$ cat src/hw/rtl/stochastic_tumor_lattice_update_core_assert.svh
// ----------------------------------------------------------------------------
// Assertion macros for the lattice update core
// Immediate-follow and next-cycle implication checks, clocked and reset-gated.
// ----------------------------------------------------------------------------
`ifndef STOCHASTIC_TUMOR_LATTICE_UPDATE_CORE_ASSERT_SVH
`define STOCHASTIC_TUMOR_LATTICE_UPDATE_CORE_ASSERT_SVH

// consequent must hold in the same cycle as the antecedent
`define STLU_ASSERT_IMP(lbl, clk, rst, ante, cons) \
   lbl: assert property (@(posedge clk) disable iff (rst) (ante) |-> (cons)) \
      else $error("stlu assertion failed");

// consequent must hold in the cycle after the antecedent
`define STLU_ASSERT_NXT(lbl, clk, rst, ante, cons) \
   lbl: assert property (@(posedge clk) disable iff (rst) (ante) |=> (cons)) \
      else $error("stlu assertion failed");

`endif

$ cat src/hw/rtl/stlu_pkg.sv
// ----------------------------------------------------------------------------
// stlu_pkg
// Shared constants, codes and controller/datapath interface types.
// ----------------------------------------------------------------------------
package stlu_pkg;

   // default grid shape
   localparam int DEF_ROWS = 64;
   localparam int DEF_COLS = 64;

   // field widths
   localparam int POS_W    = 6;
   localparam int SPEC_W   = 3;
   localparam int DIR_W    = 3;
   localparam int FRAC_W   = 12;
   localparam int CNT_W    = 13;
   localparam int NUM_SPEC = 5;
   localparam int NUM_CNT  = NUM_SPEC + 1;
   localparam int PACK_W   = FRAC_W * NUM_SPEC;
   localparam int ACC_W    = FRAC_W + 3;

   // stream widths
   localparam int REQ_TDATA_W = 72;
   localparam int RSP_TDATA_W = 88;
   localparam int CSR_IDX_W   = 3;
   localparam int CSR_DATA_W  = PACK_W;

   // opcodes
   localparam logic OP_LOAD   = 1'b0;
   localparam logic OP_UPDATE = 1'b1;

   // register indexes
   localparam logic [CSR_IDX_W-1:0] REG_GROWTH  = 3'd0;
   localparam logic [CSR_IDX_W-1:0] REG_DIFFUSE = 3'd1;
   localparam logic [CSR_IDX_W-1:0] REG_SPECIES = 3'd2;
   localparam logic [CSR_IDX_W-1:0] REG_MUT1    = 3'd3;
   localparam logic [CSR_IDX_W-1:0] REG_MUT2    = 3'd4;
   localparam logic [CSR_IDX_W-1:0] REG_MUT3    = 3'd5;
   localparam logic [CSR_IDX_W-1:0] REG_MUT4    = 3'd6;
   localparam logic [CSR_IDX_W-1:0] REG_MUT5    = 3'd7;

   // neighbor direction codes
   localparam logic [DIR_W-1:0] DIR_UP_LAST    = 3'd2;
   localparam logic [DIR_W-1:0] DIR_DOWN_FIRST = 3'd5;
   localparam logic [DIR_W-1:0] DIR_UP_LEFT    = 3'd0;
   localparam logic [DIR_W-1:0] DIR_LEFT       = 3'd3;
   localparam logic [DIR_W-1:0] DIR_DOWN_LEFT  = 3'd5;
   localparam logic [DIR_W-1:0] DIR_UP_RIGHT   = 3'd2;
   localparam logic [DIR_W-1:0] DIR_RIGHT      = 3'd4;
   localparam logic [DIR_W-1:0] DIR_DOWN_RIGHT = 3'd7;

   // species codes
   localparam logic [SPEC_W-1:0] SPEC_EMPTY = 3'd0;
   localparam logic [SPEC_W-1:0] SPEC_MIN   = 3'd1;
   localparam logic [SPEC_W-1:0] SPEC_MAX   = 3'd5;

   // controller to datapath commands
   typedef struct packed {
      logic clr_wr;   // write zero at the clear pointer
      logic accept;   // capture the input item
      logic rd_nb;    // read neighbor address instead of target
      logic cap_tgt;  // capture target read data
      logic calc;     // evaluate the update or load
      logic wr_nb;    // write neighbor back
      logic wr_tgt;   // write target back, commit counts and result
   } ctl_cmd_type;

   // datapath to controller status
   typedef struct packed {
      logic clr_last;   // clear pointer at last entry
      logic is_update;  // captured item is an update
   } ctl_status_type;

endpackage

$ cat src/hw/rtl/stlu_ctrl.sv
// ----------------------------------------------------------------------------
// stlu_ctrl
// Sequencer for the grid clear, the read/compute/write steps and the result.
// ----------------------------------------------------------------------------
`include "stochastic_tumor_lattice_update_core_assert.svh"

module stlu_ctrl (
   input  logic                    clock,
   input  logic                    reset,
   input  logic                    req_tvalid,
   output logic                    req_tready,
   output logic                    rsp_tvalid,
   input  logic                    rsp_tready,
   input  stlu_pkg::ctl_status_type status,
   output stlu_pkg::ctl_cmd_type    cmd
);

   localparam logic [2:0] S_CLR  = 3'd0;
   localparam logic [2:0] S_IDLE = 3'd1;
   localparam logic [2:0] S_RDT  = 3'd2;
   localparam logic [2:0] S_RDN  = 3'd3;
   localparam logic [2:0] S_CALC = 3'd4;
   localparam logic [2:0] S_WRN  = 3'd5;
   localparam logic [2:0] S_WRT  = 3'd6;

   logic [2:0] state_ff;
   logic [2:0] state_in;
   logic       rsp_valid_ff;
   logic       rsp_valid_in;
   logic       out_free;
   logic       accept;

   // result register can take a new item
   assign out_free   = !rsp_valid_ff || rsp_tready;
   assign req_tready = (state_ff == S_IDLE);
   assign accept     = req_tvalid && req_tready;
   assign rsp_tvalid = rsp_valid_ff;

   // commands
   always_comb begin
      cmd         = '0;
      cmd.clr_wr  = (state_ff == S_CLR);
      cmd.accept  = accept;
      cmd.rd_nb   = (state_ff == S_RDN);
      cmd.cap_tgt = (state_ff == S_RDN);
      cmd.calc    = (state_ff == S_CALC);
      cmd.wr_nb   = (state_ff == S_WRN);
      cmd.wr_tgt  = (state_ff == S_WRT) && out_free;
   end

   // next state
   always_comb begin
      state_in = state_ff;
      case (state_ff)
         S_CLR: begin
            if (status.clr_last) state_in = S_IDLE;
         end
         S_IDLE: begin
            if (accept) state_in = S_RDT;
         end
         S_RDT:  state_in = S_RDN;
         S_RDN:  state_in = S_CALC;
         S_CALC: state_in = status.is_update ? S_WRN : S_WRT;
         S_WRN:  state_in = S_WRT;
         S_WRT: begin
            if (out_free) state_in = S_IDLE;
         end
         default: state_in = S_IDLE;
      endcase
   end

   // result valid
   always_comb begin
      rsp_valid_in = rsp_valid_ff;
      if (cmd.wr_tgt) begin
         rsp_valid_in = 1'b1;
      end else if (rsp_tready) begin
         rsp_valid_in = 1'b0;
      end
   end

   always_ff @(posedge clock) begin
      if (reset) begin
         state_ff     <= S_CLR;
         rsp_valid_ff <= 1'b0;
      end else begin
         state_ff     <= state_in;
         rsp_valid_ff <= rsp_valid_in;
      end
   end

   `STLU_ASSERT_NXT(a_accept_starts_read, clock, reset, accept, state_ff == S_RDT)
   `STLU_ASSERT_NXT(a_commit_waits, clock, reset, state_ff == S_WRT && !out_free,
                    state_ff == S_WRT && rsp_valid_ff)
   `STLU_ASSERT_IMP(a_result_from_commit, clock, reset, !rsp_valid_ff ##1 rsp_valid_ff,
                    $past(state_ff) == S_WRT)

endmodule

$ cat config.mk
export PLATFORM = sky130hd
export DESIGN_NAME = stlu_ctrl
export DESIGN_NICKNAME = d
export VERILOG_FILES = /design/src/hw/rtl/stlu_pkg.sv /design/src/hw/rtl/stlu_ctrl.sv
export VERILOG_INCLUDE_DIRS = /design/src /design/src/hw/rtl
export SDC_FILE = /design/constraint.sdc
export NUM_CORES = 1
export LEC_CHECK = 0
export ABC_AREA = 0
export ABC_CLOCK_PERIOD_IN_PS = 1400
export BUFFER_PORTS_ARGS = -buffer_cell sky130_fd_sc_hd__buf_4
export CAP_MARGIN = 20
export CORE_AREA = 3 3 40 42
export CTS_BUF_LIST = sky130_fd_sc_hd__clkbuf_8 sky130_fd_sc_hd__clkbuf_16
export DETAILED_ROUTE_END_ITERATION = 12
export DIE_AREA = 0 0 43 45
export PLACE_DENSITY = 0.52
export SYNTH_ARGS = -nofsm -noshare
export SYNTH_HDL_FRONTEND = slang
export SYNTH_SLANG_ARGS = --single-unit
$ cat constraint.sdc
create_clock -name clock -period 1.4 [get_ports clock]
set_input_delay 0.14 -clock clock [delete_from_list [all_inputs] [get_ports clock]]
set_output_delay 0.14 -clock clock [all_outputs]
set_load 0.05 [all_outputs]
==> results.toml <==
[sta]
rsz0062_at_grt = "yes"
worst_pin_slew_ns = 0.2509
relSlewSlack_pct = 83.04
finalSetupViolations = 0
fin_crit_ns = 1.353
slew_violations = 0
whs_ns = 0.1087
final.setup.tns_ns = 0
skew_ns = 0.002336
max_freq_mhz = 738.9
fin_crit_sh_pct = 96.67
hold_viol = 0

[route]
viasPerCell = 5.147
drc_errors = 0
antenna_left = 0
wirelength_microns = 910
drtIter0Drc = 1
dr_total_vias = 386
drt_pre_antenna_iters = 4
post_drt_wl_per_cell_microns = 12.13

[final_layout]
synthToLayoutAreaGrowth_pct = 58.98
nets = 69
final_cells = 75
utilization_pct = 45.67
drive_gt1_share_pct = 56.67
antenna_cells = 0

[yosys]
yosys_warnings = 0
synth-simple-area-share_pct = 33.22
synth_fp_nets = 53
synth_compound_area_share_pct = 22.37
synthCells = 46
synth_mux_area_share_pct = 3.051
syn_area_per_cell_sq_um = 8.024
ys_ff_latch = 4
yosys.area.top_type = "dfxtp_1"
synthXorXnorAreaFrac_pct = 0
synth-adder-area-share_pct = 3.390
synth.top_cell.area_share_pct = 21.69
synthesis.area_sq_um = 369.1
synth_top_family_by_area = "simple AND/OR/NAND/NOR gates"
synth_cell_types = 29
seq_area_frac_synth_pct = 21.69
synthTopCellsByArea = "dfxtp_1 (22%), buf_4 (6.1%), o21ai_0 (5.4%)"

[clock_tree]
numClockSinks = 4
cts_root_buffer = "clkbuf_8"
cts_buffers = 3
cts_hold_buf = 0
clkTransAtPathRegs_ns = 0.03
cts_tree = "done"
clock_latency_ns = 0.22
cts_max_path_buffers = 2
h-tree-depth = 1

[power]
swShare_pct = 40.69
combPwrFrac_pct = 50.6
power.internal_uw = 491.8
power_switching_uw = 337.4
power.leakage_nw = 0.2369
p_clk_share_pct = 30.0
pwr-share-seq_pct = 19.4
ir_drop_mv = 0.5119
power.density_mw_per_mm2 = 1413

[setup_path]
critPathMaxStageDelay_ns = 0.32
critPathCaptureType = "output port"
critPathLaunchType = "flip-flop"
worstSetupPathType = "flip-flop to output port"
critPathMaxFanout = 10
cp_cell_sequence = "buf_4 -> nor3_4 -> and2_4 -> buf_8"
crit_required_ns = 1.26
critPathSlowestCell = "dfxtp_2"
cp.arrival_ns = 1.21

[job]
drv_cap = 0

[floorplan]
io_pins = 15
initial_core_util_pct = 28.72
core_area_sq_mm = 0.001285
fp.dieW_microns = 43
die-area_sq_mm = 0.001935
die_h_microns = 45
fp-row-count = 13

[grt]
grt_pass1_vias = 334
grt_pass1_wl_mm = 1.545
grt_overflow_total = 0
track_usage_pct = 10.98
grt_max_degree = 14
antenna_found_initial = 0

[placed_design]
gp_congestion = 0.7481
port_buffers = 14
place_inst = 72
dp_hpwl_microns = 715

[run_status]
status = "finished, final reports clean"

[hold_path]
hp-class = "input pin to flip-flop"
logic make-up (layout without fill, tap and decap cells):
family	count (synthesis)	count (layout)
multiplexers	1	1
AO/OA/AOI/OAI	12	12
flip-flops	4	4
buffers and inverters	10	24
AND/OR/NAND/NOR	18	18
adder cells (fa/ha/maj)	1	1
layout by cell type (no fill, tap or decap), types with 2 or more instances in the layout:
master / netlist / layout
nor2b_1: 2 / 2
and3_1: 2 / 2
buf_4: 3 / 14
clkbuf_8: 0 / 3
nor3_4: 0 / 2
buf_6: 1 / 3
a21oi_1: 2 / 2
o21ai_0: 4 / 4
dfxtp_2: 0 / 2
power by group through the flow:
stage,combinational (mW),clock [mW],sequential (mW)
3_5_place_dp,0.403,0,0.159
6_report,0.420,0.249,0.160
3_3_place_gp,0.406,0,0.160
4_1_cts,0.404,0.259,0.159
5_1_grt,0.450,0.269,0.164
2_1_floorplan,0.339,0,0.142
state kept, by name, indices dropped and copies added (netlist names):
register and count:
state_ff 3, rsp_tvalid 1
cell type report:
class,count,area (sq um)
Clock buffer,3,41.29
Fill cell,129,698.2
Multi-Input combinational cell,32,271.5
Timing Repair Buffer,18,153.9
Sequential cell,4,86.33
Inverter,3,15.01
Tap cell,15,18.77
stage by stage:
stage                     setup WS [ns]  power, mW  instance area (sq um)
after CTS                       0.01366     0.8216                  564.3
after global routing         -0.0006946     0.8832                  586.8
after detailed placement        0.03338     0.5619                  519.2
after global placement          0.05870     0.5655                  519.2
final                           0.04657     0.8293                  586.8
after floorplan                 -0.1405     0.4813                  432.9
synthesized netlist by cell type, drive strengths merged:
| cell | number |
|---|---|
| a211oi | 1 |
| a21oi | 3 |
| a311oi | 1 |
| and2 | 1 |
| and3 | 2 |
| and3b | 1 |
| buf | 7 |
| dfxtp | 4 |
| ha | 1 |
| inv | 3 |
| mux2 | 1 |
| nand2b | 1 |
| nand3 | 1 |
| nand4b | 1 |
| nor2 | 1 |
| nor2b | 2 |
| nor3 | 3 |
| nor3b | 1 |
| nor4 | 1 |
| nor4b | 1 |
| nor4bb | 1 |
| o21ai | 4 |
| o31a | 1 |
| o31ai | 1 |
| o41a | 1 |
| or3 | 1 |
path summary, 6_finish.rpt:
path,depth (start not counted),slack [ns],end,startpoint
max,4,0.05,cmd[5],state_ff[1]
min,2,0.11,state_ff[2],reset
max reg2reg,4,0.08,state_ff[1],state_ff[1]
min reg2reg,2,0.52,rsp_tvalid,rsp_tvalid
critical path: cells and delay by family, from the launching register on:
kind	cells	cell delay [ns]
buffers and inverters	2	0.30
flip-flops	1	0.32
AND/OR/NAND/NOR	2	0.37
repair_timing:
item,4_1_cts,5_1_grt
cloned,0,0
endpoints found under the setup margin,2,6
buffers inserted,0,0
resized for setup,2,7
metal layers:
layer	global-route usage (%)	share of wire [%]	routed length [microns]	up-vias
met5	0	0	0	-
met4	1.807	0	0	0
met2	16.47	48	439	15
met1	13.94	42	385	172
met3	6.375	9.3	85	0
li1	-	-	-	199
(Power assumes the default switching activity.)
